## src/hw/rtl/vibrato_delay_modulator_unit_defines.svh

```systemverilog
// Assertion macros for the vibrato delay modulator unit.
// Relies on the asserting module providing clk and rst_n.
`ifndef VIBRATO_DELAY_MODULATOR_UNIT_DEFINES_SVH
`define VIBRATO_DELAY_MODULATOR_UNIT_DEFINES_SVH

`ifndef ASSERT_OFF
`define VDM_ASSERT_IMPL(lbl, ante, cons, msg) \
    lbl: assert property (@(posedge clk) disable iff (!rst_n) (ante) |-> (cons)) \
        else $error(msg);
`define VDM_ASSERT_NEXT(lbl, ante, cons, msg) \
    lbl: assert property (@(posedge clk) disable iff (!rst_n) (ante) |=> (cons)) \
        else $error(msg);
`else
`define VDM_ASSERT_IMPL(lbl, ante, cons, msg)
`define VDM_ASSERT_NEXT(lbl, ante, cons, msg)
`endif

`endif

```

## src/hw/rtl/vdm_pkg.sv

```systemverilog
// Shared types, constants and the quarter-wave sine table for the vibrato unit.
// No dependencies.
`default_nettype none

package vdm_pkg;

    localparam int DELAY_DEPTH     = 64;
    localparam int SINE_TABLE_SIZE = 1024;

    localparam int LINE_AW    = $clog2(DELAY_DEPTH);
    localparam int FILL_W     = LINE_AW + 1;
    localparam int SINE_AW    = $clog2(SINE_TABLE_SIZE);
    localparam int QUARTER    = SINE_TABLE_SIZE / 4;
    localparam int QUARTER_AW = SINE_AW - 2;
    localparam int TAP_W      = 8;

    localparam int SAMPLE_W   = 16;
    localparam int STEP_W     = 32;
    localparam int SWING_W    = 5;
    localparam int CFG_IDX_W  = 2;
    localparam int CFG_DATA_W = 32;
    localparam int POS_W      = 22;
    localparam int FRAC_W     = 15;
    localparam int ACC_W      = 34;

    localparam logic [STEP_W-1:0]  PHASE_STEP_RESET = 32'd389566;
    localparam logic [SWING_W-1:0] SWING_RESET      = 5'd22;

    localparam logic [CFG_IDX_W-1:0] REG_PHASE_STEP  = 2'd0;
    localparam logic [CFG_IDX_W-1:0] REG_SWING_DEPTH = 2'd1;

    typedef enum logic [2:0] {
        S_IDLE,
        S_POS,
        S_RD1,
        S_RD2,
        S_DONE
    } state_t;

    localparam longint SC1     = 64'sd1686629713;
    localparam longint SC3     = 64'sd693598677;
    localparam longint SC5     = 64'sd85569278;
    localparam longint SC7     = 64'sd5026937;
    localparam longint SC9     = 64'sd172283;
    localparam longint Q30_ONE = 64'sd1073741824;

    typedef logic [14:0] sine_rom_t [QUARTER];

    // Odd polynomial in Q30, rounded to Q15 magnitude
    function automatic logic [14:0] sine_mag(longint t);
        longint t2;
        longint r;
        longint s;
        t2 = (t * t) >>> 30;
        r  = SC9;
        r  = SC7 - ((t2 * r) >>> 30);
        r  = SC5 - ((t2 * r) >>> 30);
        r  = SC3 - ((t2 * r) >>> 30);
        r  = SC1 - ((t2 * r) >>> 30);
        s  = (t * r) >>> 30;
        s  = (s + 64'sd16384) >>> 15;
        if (s > 64'sd32767)
            s = 64'sd32767;
        if (s < 64'sd0)
            s = 64'sd0;
        return s[14:0];
    endfunction

    function automatic sine_rom_t build_sine_rom();
        sine_rom_t rom;
        for (int j = 0; j < QUARTER; j++)
            rom[j] = sine_mag(longint'(j) <<< (30 - QUARTER_AW));
        return rom;
    endfunction

    localparam sine_rom_t   SINE_ROM  = build_sine_rom();
    localparam logic [14:0] SINE_PEAK = sine_mag(Q30_ONE);

    // Tap beyond the line reads the oldest entry
    function automatic logic [LINE_AW-1:0] tap_index(logic [TAP_W-1:0] k);
        if (k > TAP_W'(DELAY_DEPTH - 1))
            return LINE_AW'(DELAY_DEPTH - 1);
        else
            return k[LINE_AW-1:0];
    endfunction

endpackage

`default_nettype wire

```

## src/hw/rtl/vdm_ram.sv

```systemverilog
// Generic single-port-write, single-port-read RAM with registered read data.
// No dependencies.
`default_nettype none

module vdm_ram #(
    parameter int WIDTH = 16,
    parameter int DEPTH = 64
) (
    input  wire logic                     clk,
    input  wire logic                     we,
    input  wire logic [$clog2(DEPTH)-1:0] waddr,
    input  wire logic [WIDTH-1:0]         wdata,
    input  wire logic [$clog2(DEPTH)-1:0] raddr,
    output logic      [WIDTH-1:0]         rdata
);

    logic [WIDTH-1:0] mem [DEPTH];

    always_ff @(posedge clk)
    begin
        if (we)
            mem[waddr] <= wdata;
        rdata <= mem[raddr];
    end

endmodule

`default_nettype wire

```

## src/hw/rtl/vdm_sine.sv

```systemverilog
// Registered sine lookup built from the quarter-wave table with mirroring.
// Depends on vdm_pkg.
`default_nettype none

module vdm_sine (
    input  wire logic                          clk,
    input  wire logic                          en,
    input  wire logic [vdm_pkg::SINE_AW-1:0]   addr,
    output logic signed [vdm_pkg::SAMPLE_W-1:0] sine
);

    logic [1:0]                       quad;
    logic [vdm_pkg::QUARTER_AW-1:0]   j;
    logic [vdm_pkg::QUARTER_AW-1:0]   mirror;
    logic [14:0]                      mag;
    logic signed [vdm_pkg::SAMPLE_W-1:0] sine_next;

    assign quad   = addr[vdm_pkg::SINE_AW-1 -: 2];
    assign j      = addr[vdm_pkg::QUARTER_AW-1:0];
    assign mirror = vdm_pkg::QUARTER_AW'(0) - j;

    always_comb
    begin
        if (quad[0])
            mag = (j == '0) ? vdm_pkg::SINE_PEAK : vdm_pkg::SINE_ROM[mirror];
        else
            mag = vdm_pkg::SINE_ROM[j];
        sine_next = quad[1] ? -$signed({1'b0, mag}) : $signed({1'b0, mag});
    end

    always_ff @(posedge clk)
    begin
        if (en)
            sine <= sine_next;
    end

endmodule

`default_nettype wire

```

## src/hw/rtl/vibrato_delay_modulator_unit.sv

```systemverilog
// Vibrato delay modulator: circular delay line in RAM, sine-swept tap, linear interpolation.
// Depends on vdm_pkg, vdm_ram, vdm_sine and vibrato_delay_modulator_unit_defines.svh.
//
// Usage:
//   Input channel (in_valid/in_stall, sample_in) takes one signed 16-bit sample a beat.
//   Output channel (out_valid/out_stall, sample_out) returns one result per input beat.
//   Config channel (cfg_valid/cfg_ready, cfg_index, cfg_data) writes phase_step
//   (index 0) or swing_depth (index 1, low 5 bits); other indexes are ignored.
//   cfg_ready is always high; write only while no sample is in flight.
// Sequence: after an input beat the FSM steps through S_POS, S_RD1, S_RD2 and S_DONE, and
//   the result is loaded into the output register from S_DONE, then shown on sample_out.
// Pacing: a new sample is taken only once the FSM is back in S_IDLE, set by the two tap reads
//   through the single read port of the delay-line RAM and the interpolation multiplies that follow.
// Reset: phase is zero, registers take their defaults, and a fill count makes every
//   delay entry read as zero until written; no clearing pass.
// Stall: a finished result waits in the output register; a new sample is still taken,
//   and its result holds in the final step until the output register frees.
`default_nettype none

`include "vibrato_delay_modulator_unit_defines.svh"

module vibrato_delay_modulator_unit (
    input  wire logic                               clk,
    input  wire logic                               rst_n,
    input  wire logic                               in_valid,
    output logic                                    in_stall,
    input  wire logic signed [vdm_pkg::SAMPLE_W-1:0] sample_in,
    output logic                                    out_valid,
    input  wire logic                               out_stall,
    output logic signed [vdm_pkg::SAMPLE_W-1:0]     sample_out,
    input  wire logic                               cfg_valid,
    output logic                                    cfg_ready,
    input  wire logic [vdm_pkg::CFG_IDX_W-1:0]      cfg_index,
    input  wire logic [vdm_pkg::CFG_DATA_W-1:0]     cfg_data
);

    vdm_pkg::state_t state_reg, state_next;

    logic [vdm_pkg::STEP_W-1:0]   phase_step_reg;
    logic [vdm_pkg::SWING_W-1:0]  swing_reg;
    logic [vdm_pkg::STEP_W-1:0]   phase_reg;
    logic [vdm_pkg::LINE_AW-1:0]  wp_reg;
    logic [vdm_pkg::LINE_AW-1:0]  base_reg;
    logic [vdm_pkg::FILL_W-1:0]   fill_reg;
    logic                         out_valid_reg;
    logic signed [vdm_pkg::SAMPLE_W-1:0] sample_out_reg;

    logic signed [vdm_pkg::SAMPLE_W-1:0] x_reg;
    logic [vdm_pkg::TAP_W-2:0]           whole_reg, whole_next;
    logic [vdm_pkg::FRAC_W-1:0]          frac_reg, frac_next;
    logic                                v0_reg, v0_next;
    logic                                v1_reg, v1_next;
    logic signed [vdm_pkg::ACC_W-1:0]    acc_reg, acc_next;

    logic accept;
    logic out_take;
    logic out_load;

    logic signed [vdm_pkg::SAMPLE_W-1:0] sn;
    logic [vdm_pkg::LINE_AW-1:0]         raddr;
    logic [vdm_pkg::SAMPLE_W-1:0]        rdata;

    logic signed [vdm_pkg::POS_W-1:0]    pos;
    logic [vdm_pkg::LINE_AW-1:0]         idx0, idx1;
    logic signed [vdm_pkg::SAMPLE_W-1:0] tap0, tap1;
    logic [vdm_pkg::FRAC_W:0]            wt0;
    logic signed [vdm_pkg::ACC_W-2:0]    prod0, prod1;
    logic signed [vdm_pkg::ACC_W-1:0]    acc_adj;
    logic signed [vdm_pkg::ACC_W-17:0]   y;
    logic signed [vdm_pkg::SAMPLE_W-1:0] y_sat;

    assign in_stall   = (state_reg != vdm_pkg::S_IDLE);
    assign accept     = in_valid && !in_stall;
    assign out_take   = out_valid_reg && !out_stall;
    assign out_load   = (state_reg == vdm_pkg::S_DONE) && (!out_valid_reg || !out_stall);
    assign out_valid  = out_valid_reg;
    assign sample_out = sample_out_reg;
    assign cfg_ready  = 1'b1;

    vdm_sine u_sine (
        .clk  (clk),
        .en   (accept),
        .addr (phase_reg[vdm_pkg::STEP_W-1 -: vdm_pkg::SINE_AW]),
        .sine (sn)
    );

    vdm_ram #(
        .WIDTH (vdm_pkg::SAMPLE_W),
        .DEPTH (vdm_pkg::DELAY_DEPTH)
    ) u_line (
        .clk   (clk),
        .we    (accept),
        .waddr (wp_reg),
        .wdata (sample_in),
        .raddr (raddr),
        .rdata (rdata)
    );

    // Delay position in Q15
    assign pos = $signed(vdm_pkg::POS_W'({6'(swing_reg) + 6'd1, 15'd0}))
               + vdm_pkg::POS_W'($signed({1'b0, swing_reg}) * sn);

    assign idx0 = vdm_pkg::tap_index({2'b0, pos[vdm_pkg::POS_W-2:vdm_pkg::FRAC_W]});
    assign idx1 = vdm_pkg::tap_index({1'b0, whole_reg} + vdm_pkg::TAP_W'(1));

    assign tap0  = v0_reg ? $signed(rdata) : '0;
    assign tap1  = v1_reg ? $signed(rdata) : '0;
    assign wt0   = (vdm_pkg::FRAC_W+1)'(1 << vdm_pkg::FRAC_W) - {1'b0, frac_reg};
    assign prod0 = tap0 * $signed({1'b0, wt0});
    assign prod1 = tap1 * $signed({2'b0, frac_reg});

    // Truncate toward zero, then saturate
    assign acc_adj = acc_reg + (acc_reg[vdm_pkg::ACC_W-1] ? vdm_pkg::ACC_W'(65535)
                                                         : vdm_pkg::ACC_W'(0));
    assign y = acc_adj[vdm_pkg::ACC_W-1:16];

    always_comb
    begin
        if (y > $signed((vdm_pkg::ACC_W-16)'(32767)))
            y_sat = 16'sh7FFF;
        else if (y < -$signed((vdm_pkg::ACC_W-16)'(32768)))
            y_sat = 16'sh8000;
        else
            y_sat = y[vdm_pkg::SAMPLE_W-1:0];
    end

    always_comb
    begin
        state_next = state_reg;
        raddr      = base_reg - idx0;
        whole_next = whole_reg;
        frac_next  = frac_reg;
        v0_next    = v0_reg;
        v1_next    = v1_reg;
        acc_next   = acc_reg;
        case (state_reg)
            vdm_pkg::S_IDLE:
            begin
                if (accept)
                    state_next = vdm_pkg::S_POS;
            end
            vdm_pkg::S_POS:
            begin
                raddr      = base_reg - idx0;
                whole_next = {1'b0, pos[vdm_pkg::POS_W-2:vdm_pkg::FRAC_W]};
                frac_next  = pos[vdm_pkg::FRAC_W-1:0];
                v0_next    = {1'b0, idx0} < fill_reg;
                state_next = vdm_pkg::S_RD1;
            end
            vdm_pkg::S_RD1:
            begin
                raddr      = base_reg - idx1;
                v1_next    = {1'b0, idx1} < fill_reg;
                acc_next   = vdm_pkg::ACC_W'($signed({x_reg, 15'd0}))
                           + vdm_pkg::ACC_W'(prod0);
                state_next = vdm_pkg::S_RD2;
            end
            vdm_pkg::S_RD2:
            begin
                acc_next   = acc_reg + vdm_pkg::ACC_W'(prod1);
                state_next = vdm_pkg::S_DONE;
            end
            vdm_pkg::S_DONE:
            begin
                if (out_load)
                    state_next = vdm_pkg::S_IDLE;
            end
            default:
            begin
                state_next = vdm_pkg::S_IDLE;
            end
        endcase
    end

    always_ff @(posedge clk or negedge rst_n)
    begin
        if (!rst_n)
        begin
            state_reg      <= vdm_pkg::S_IDLE;
            phase_step_reg <= vdm_pkg::PHASE_STEP_RESET;
            swing_reg      <= vdm_pkg::SWING_RESET;
            phase_reg      <= '0;
            wp_reg         <= '0;
            base_reg       <= '0;
            fill_reg       <= '0;
            out_valid_reg  <= 1'b0;
        end
        else
        begin
            state_reg <= state_next;
            if (cfg_valid && cfg_ready)
            begin
                case (cfg_index)
                    vdm_pkg::REG_PHASE_STEP:  phase_step_reg <= cfg_data;
                    vdm_pkg::REG_SWING_DEPTH: swing_reg <= cfg_data[vdm_pkg::SWING_W-1:0];
                    default: ;
                endcase
            end
            if (accept)
            begin
                phase_reg <= phase_reg + phase_step_reg;
                base_reg  <= wp_reg;
                wp_reg    <= wp_reg + vdm_pkg::LINE_AW'(1);
                if (fill_reg != vdm_pkg::FILL_W'(vdm_pkg::DELAY_DEPTH))
                    fill_reg <= fill_reg + vdm_pkg::FILL_W'(1);
            end
            if (out_load)
                out_valid_reg <= 1'b1;
            else if (out_take)
                out_valid_reg <= 1'b0;
        end
    end

    always_ff @(posedge clk)
    begin
        if (accept)
            x_reg <= sample_in;
        if (out_load)
            sample_out_reg <= y_sat;
        whole_reg <= whole_next;
        frac_reg  <= frac_next;
        v0_reg    <= v0_next;
        v1_reg    <= v1_next;
        acc_reg   <= acc_next;
    end

    `VDM_ASSERT_NEXT(a_accept_starts, accept, state_reg == vdm_pkg::S_POS, "accept did not start work")
    `VDM_ASSERT_NEXT(a_done_holds, (state_reg == vdm_pkg::S_DONE) && out_valid_reg && out_stall, state_reg == vdm_pkg::S_DONE, "result dropped while output stalled")
    `VDM_ASSERT_NEXT(a_wp_steady, !accept, $stable(wp_reg) && $stable(fill_reg), "line pointer moved without a beat")
    `VDM_ASSERT_IMPL(a_fill_bound, 1'b1, fill_reg <= vdm_pkg::FILL_W'(vdm_pkg::DELAY_DEPTH), "fill count overran")

endmodule

`default_nettype wire

```

## config.mk

```make
export PLATFORM = sky130hd
export DESIGN_NAME = vibrato_delay_modulator_unit
export DESIGN_NICKNAME = d
export VERILOG_FILES = /design/src/hw/rtl/vdm_pkg.sv /design/src/hw/rtl/vdm_ram.sv /design/src/hw/rtl/vdm_sine.sv /design/src/hw/rtl/vibrato_delay_modulator_unit.sv
export VERILOG_INCLUDE_DIRS = /design/src /design/src/hw/rtl
export SDC_FILE = /design/constraint.sdc
export NUM_CORES = 2
export LEC_CHECK = 0
export BUFFER_PORTS_ARGS = -buffer_cell sky130_fd_sc_hd__buf_4
export CORE_MARGIN = 1
export CORE_UTILIZATION = 60
export CTS_BUF_LIST = sky130_fd_sc_hd__clkbuf_2
export CTS_CLUSTER_SIZE = 20
export DETAILED_ROUTE_END_ITERATION = 8
export PLACE_DENSITY = 0.75
export SYNTH_ARGS = -nofsm -noshare
export SYNTH_HDL_FRONTEND = slang
export SYNTH_SLANG_ARGS = --single-unit
```

## constraint.sdc

```tcl
create_clock -name clk -period 8.31 [get_ports clk]
set_input_delay 0.4155 -clock clk [delete_from_list [all_inputs] [get_ports clk]]
set_output_delay 0.4155 -clock clk [all_outputs]
set_load 0.02 [all_outputs]
```

**Word-level counts from Yosys, hierarchy flattened**

Memories as Yosys holds them, arrays and structs flattened. A register that Yosys moved wholly into a read port is not among the register bits.
Cells that the tools add are included.

- Add/subtract/negate cells: 14
- Magnitude comparators: 7
- Reduce and logical (&&, ||, !) cells: 17
- Bitwise gates (word level): 2
- Multiplexer cells: 21
- Multiply operators: 3
- Equality and inequality tests: 8

Operators by type and width:

| operator | count |
|---|---|
| 2-to-1 mux 15 bit | 7 |
| case mux 34 bit (2 select lines) | 1 |
| 2-to-1 mux 16 bit | 4 |
| adder 31 x 33 -> 34 bit | 1 |
| adder 34 x 17 -> 34 bit | 1 |
| adder 34 x 32 -> 34 bit | 1 |
| multiplier 16 x 17 -> 33 bit | 1 |
| adder 32 bit | 1 |
| multiplier 16 x 16 -> 32 bit | 1 |
| adder 21 bit | 1 |
| multiplier 6 x 16 -> 21 bit | 1 |
| >= comparator 9 bit (second input constant) | 2 |
| > comparator 18 x 16 -> 1 bit (second input constant) | 1 |
| < comparator 18 x 16 -> 1 bit (second input constant) | 1 |
| inverter 8 -> 9 bit | 2 |
| negator 15 -> 16 bit | 1 |
| subtractor 16 x 15 -> 16 bit (first input constant) | 1 |
| case mux 3 bit (5 select lines) | 1 |
| < comparator 6 x 7 -> 1 bit | 2 |
| 2-to-1 mux 6 bit | 2 |
| subtractor 6 bit | 2 |
| logical NOT 8 bit | 1 |
| AND reduction 2 bit | 4 |
| subtractor 1 x 8 -> 8 bit (first input constant) | 1 |
| other kinds (20) | 31 |

- Output and inout bits: 19
- Memories kept: 3
- Word-level logic and storage cells: 92
- Memory bits (read-only): 7,680
- Bits of input ports: 55
- Bits in writable memories: 1,024
- Flip-flop bits (word level): 197

Memory list:

| name | words | bits a word | read ports | clocked after Yosys merged registers in | write ports | RTL line | RTL |
|---|---|---|---|---|---|---|---|
| (no name shown) | 256 | 15 | 1 | 0 | 0 | vdm_sine.sv:27 | `mag = vdm_pkg::SINE_ROM[j];` |
| (no name shown) | 256 | 15 | 1 | 0 | 0 | vdm_sine.sv:25 | `mag = (j == '0) ? vdm_pkg::SINE_PEAK : vdm_pkg::SINE_ROM[mirror];` |
| u_line.mem | 64 | 16 | 1 | 1 | 1 | vdm_ram.sv:17 | `logic [WIDTH-1:0] mem [DEPTH];` |

**Logic depth before layout (Yosys ltp)**

- Depth in word-level cells: 9
- Gate-level depth with buffers: 33
- Depth with buffers taken out: 31

**Modules after synthesis**

A second synthesis with hierarchy kept.

- Cells, all modules: 6,852
- Area, all modules: 82,260.1 um2

By module, submodules not included:

| module | sequential area each (um2) | area each (um2) | cells an instance | times used |
|---|---|---|---|---|
| vdm_ram | 31,069.8 | 40,042.2 | 1,829 | 1 |
| vibrato_delay_modulator_unit | 4,994.8 | 32,507.4 | 3,521 | 1 |
| vdm_sine | 480.5 | 9,710.6 | 1,502 | 1 |

**Worst setup path before layout**

OpenSTA, ideal clock, no wires.

- Path type: register to register
- From: reg frac_reg[4] (netlist name)
- To: reg acc_reg[32] (netlist name) (data pin)
- Data arrival time: 7.998 ns
- Data required time: 8.041 ns
- Path slack: 0.043 ns
- Library setup time: 0.269 ns
- Clock period less this slack: 8.267 ns
- Path buffers: 1
- Stages on the path, launching flop included: 31
- Path through: edfxtp_1 > clkbuf_1 > nor3_1 > nand2b_1 > nor4_1 > nand3b_1 > or3_1 > xor2_1 > nand2_1 > fa_1 > fa_1 > fa_1 > inv_1 > fa_1 > fa_1 > inv_1 > fa_1 > inv_1 > ha_1 > a21o_1 > a211o_1 > or3_1 > a211oi_1 > nor3_1 > a41oi_1 > o211ai_1 > a211oi_1 > o31ai_1 > a21oi_1 > xor2_1 > mux2i_1

- Cells in the longest elaborated chain, start to end: 4
- Elaborated cells between the ends (all ways): 6
- Those cells by class: 3 x add/sub; 2 x mul; 1 x mux

Ends and longest elaborated chain:

| what | RTL line | RTL |
|---|---|---|
| start: declaration | vibrato_delay_modulator_unit.sv:50 | `logic [vdm_pkg::FRAC_W-1:0] frac_reg, frac_next;` |
| start signal: assignment | vibrato_delay_modulator_unit.sv:221 | `frac_reg <= frac_next;` |
| subtractor 16 x 15 -> 16 bit | vibrato_delay_modulator_unit.sv:108 | `assign wt0 = (vdm_pkg::FRAC_W+1)'(1 << vdm_pkg::FRAC_W) - {1'b0, frac_reg};` |
| multiplier 16 x 17 -> 33 bit | vibrato_delay_modulator_unit.sv:109 | `assign prod0 = tap0 * $signed({1'b0, wt0});` |
| adder 31 x 33 -> 34 bit | vibrato_delay_modulator_unit.sv:155 | `+ vdm_pkg::ACC_W'(prod0);` |
| case mux 34 bit (2 select lines) * | vibrato_delay_modulator_unit.sv:136 | `case (state_reg)` |
| net acc_next (one bit) | vibrato_delay_modulator_unit.sv:53 | `logic signed [vdm_pkg::ACC_W-1:0] acc_reg, acc_next;` |
| end signal: assignment | vibrato_delay_modulator_unit.sv:224 | `acc_reg <= acc_next;` |
| end: declaration | vibrato_delay_modulator_unit.sv:53 |  |

The timed path passes the listed nets; every way through them passes the cells marked *.
A chain may end at the register's enable or synchronous reset.

**Final worst setup path**

- From: reg frac_reg[4] (netlist name)
- To: reg acc_reg[31] (netlist name) (data pin)

The elaborated chain is that of the path after synthesis.

==> impl_metrics.py <==
metrics = {
    "die": {
        "row_count": 134,
        "dieWidth_um": 369,
        "dieArea_um2": 136000,
        "die_y_um": 369,
        "ios": 74,
        "coreArea_um2": 134000,
        "start_util_pct": 60.5,
    },
    "yosys": {
        "syn_inst": 6539,
        "synth_seq_cells": 1237,
        "avgSynthCellArea_um2": 12.4,
        "syn-cell-area_um2": 80900,
        "synth.top_cell.area_share_pct": 41.9,
        "syn-num-nets": 7518,
        "yosysWarnings": 0,
        "synthArstFlopShare_pct": 7.44,
        "synth_edf_count": 1129,
        "synthFlopType": "edfxtp_1",
        "ys_seq_area_share_pct": 45.2,
        "ys_top_cells_by_area": "edfxtp_1 42%, fa_1 14%, mux4_2 9.2%",
        "yosysTopAreaCell": "edfxtp_1",
        "synth_cell_type_count": 99,
    },
    "clock_tree": {
        "htreeDepth": 5,
        "numCtsBuffers": 315,
        "cts_root_buf": "clkbuf_2",
        "cts.sinks": 1237,
        "path_clk_slew_ns": 0.10,
        "cts_max_path_buffers": 4,
        "clk-insertion-delay-late_ns": 1.66,
        "cts_tree": "yes",
    },
    "min_path": {
        "hold_class": "in -> reg",
    },
    "sta": {
        "slew_headroom_pct": 24.6,
        "slew_viol_final": 0,
        "setup_viol": 0,
        "max_freq_mhz": 124,
        "worstMarginPinSlew_ns": 1.12,
        "period_share_pct": 97.4,
        "hold_viol_final": 0,
        "rsz0062_at_grt": "true",
        "period_minus_slack_ns": 8.09,
        "finalWorstSetupSlack_ns": 0.216,
        "fin_worst_skew_ns": 0.251,
    },
    "drt": {
        "ant_nets": 0,
        "vias": 57892,
        "first_iter_violations": 7367,
        "drt_wl_total_mm": 244,
        "wl_per_cell_um": 27.1,
        "first_pass_iters": 9,
        "drcViolationCount": 4,
        "viasPerCell": 6.43,
    },
    "setup_path": {
        "critical_path_class": "reg -> reg",
        "cp_slowest_cell": "fa_1",
        "setup.worst_path.start_class": "flip-flop",
        "arrival_ns": 9.48,
        "end_kind": "flip-flop",
        "cp_max_fo": 5,
        "crit_path_frequent_cell": "fa_1",
        "max_stage_delay_ns": 0.55,
        "worstPathRequired_ns": 9.70,
    },
    "place": {
        "portBuffers": 72,
        "hpwl_mm": 160,
        "place_ws_ns": -0.196,
        "gp_congestion": 1.00,
    },
    "cells_and_area": {
        "layout_common_cells": "1129 x edfxtp_1, 765 x inv_1, 586 x nand2_1, 556 x fa_1, 445 x clkbuf_2",
        "fill_cells": 9637,
        "postLayoutCoreUtil_pct": 67.0,
        "largest_reg_flops": 1024,
        "layout_commonest_cell": "edfxtp_1",
        "drive_gt1_share_pct": 18.8,
        "syn2layout_area_growth_pct": 10.6,
        "nets": 7981,
    },
    "grt": {
        "antenna_found_initial": 8,
        "grt_start_max_net_pins": 93,
        "gr-total-overflow": 0,
        "gr-usage-all-layers_pct": 36.4,
        "grt_pass1_wl_mm": 365,
        "grt_pass1_vias": 58872,
    },
    "status": {
        "violations": "design-rule violations",
        "status": "finished with violations",
    },
    "job": {
        "cap_violations": 0,
    },
}
## worst max-delay path, delay by kind of cell, from the launching register on
family | cells | cell delay, ns
compound gates | 8 | 1.45
xor+xnor | 1 | 0.15
fa+ha+maj | 7 | 3.30
buf+inv | 7 | 0.67
flops | 1 | 0.41
simple gates | 9 | 1.92
## worst paths after layout
kind                                          start                             end  slack [ns]  cells after the start
setup / recovery              frac_reg[4]$_DFFE_PP_           acc_reg[31]$_DFFE_PP_        0.22                     32
hold / removal                            out_stall           out_valid$_DFFE_PN0P_        0.26                      5
setup reg to reg              frac_reg[4]$_DFFE_PP_           acc_reg[31]$_DFFE_PP_        0.22                     32
hold reg to reg            phase_reg[9]$_DFFE_PN0P_        phase_reg[9]$_DFFE_PN0P_        0.50                      2
max in group asynchronous                     rst_n         fill_reg[1]$_DFFE_PN0P_        6.85                      5
min in group asynchronous                     rst_n  phase_step_reg[20]$_DFFE_PN0P_        0.62                      5
## cell usage after synthesis (16+ instances only)
cell,number
a31oi_1,45
mux2_2,40
o221ai_1,16
dfrtp_1,76
and2_1,84
buf_1,40
xor2_1,52
nor2b_1,49
dfstp_2,16
o311ai_0,18
mux4_2,332
xnor2_1,133
o21a_1,23
o211ai_1,55
buf_2,89
nand2b_1,39
a311oi_1,27
o21ai_0,272
nor3_1,74
edfxtp_1,1129
nand2_1,588
a21oi_1,250
a221oi_1,18
a211oi_1,77
nor2_1,407
o31ai_1,28
ha_1,367
mux2i_1,29
fa_1,557
buf_4,22
a21o_1,57
dfxtp_1,16
nand4_1,23
nand3_1,85
and3_1,134
clkbuf_1,240
inv_1,767
## kinds of logic after synthesis
| logic type | count (synthesis) | synth area share, % |
|---|---|---|
| and+or+nand+nor | 1556 | 8.84 |
| DFF | 1237 | 45.2 |
| buffers and inverters | 1172 | 5.75 |
| AOI/OAI and AO/OA | 1060 | 8.53 |
| adders and majority gates | 925 | 19.5 |
| muxes | 401 | 10.2 |
| xor gates and xnor gates | 187 | 2.04 |
| other | 1 | 0.00464 |
## cell type report
class | count | area, um2 | area share (%)
Inverter | 773 | 2900 | 3.24
Clock inverter | 93 | 552 | 0.617
Tap cell | 1768 | 2210 | 2.47
Multi-Input combinational cell | 4130 | 40000 | 44.7
Timing Repair Buffer | 545 | 4960 | 5.55
Antenna cell | 10 | 25.0 | 0.0280
Clock buffer | 445 | 2230 | 2.49
Sequential cell | 1237 | 36600 | 40.9
## per-layer routing
metal,up-vias,global-route usage [%],wire length (um)
met3,697,9.08,29000
met2,3852,55.5,112000
met5,-,0,73
met4,10,17.5,12400
met1,28912,49.1,90500
li1,24421,-,-
## repair_timing
item / 4_1_cts / 5_1_grt
buffers inserted: 0 / 11
hold endpoints to repair: 1864 / 0
setup endpoints to repair: 4 / 17
hold buffers: 157 / 0
pin swaps: 3 / 28
cloned: 0 / 0
gates resized for setup: 6 / 44
## per-stage QoR
step | hold slack (ns) | TNS [ns] | instance area (um2) | instances
floorplan | 0.120 | 0 | 80900 | 6539
detailed placement | 0.470 | -0.483 | 84500 | 8285
global placement | 0.459 | -0.148 | 84500 | 8285
finish | 0.262 | 0 | 89500 | 9001
CTS | 0.0721 | 0 | 89100 | 8980
global route | 0.189 | -0.423 | 89500 | 8996
Power is left out: the tool's default activity adds up to more than one toggle a clock period on the data nets, which glitch-free logic cannot reach.
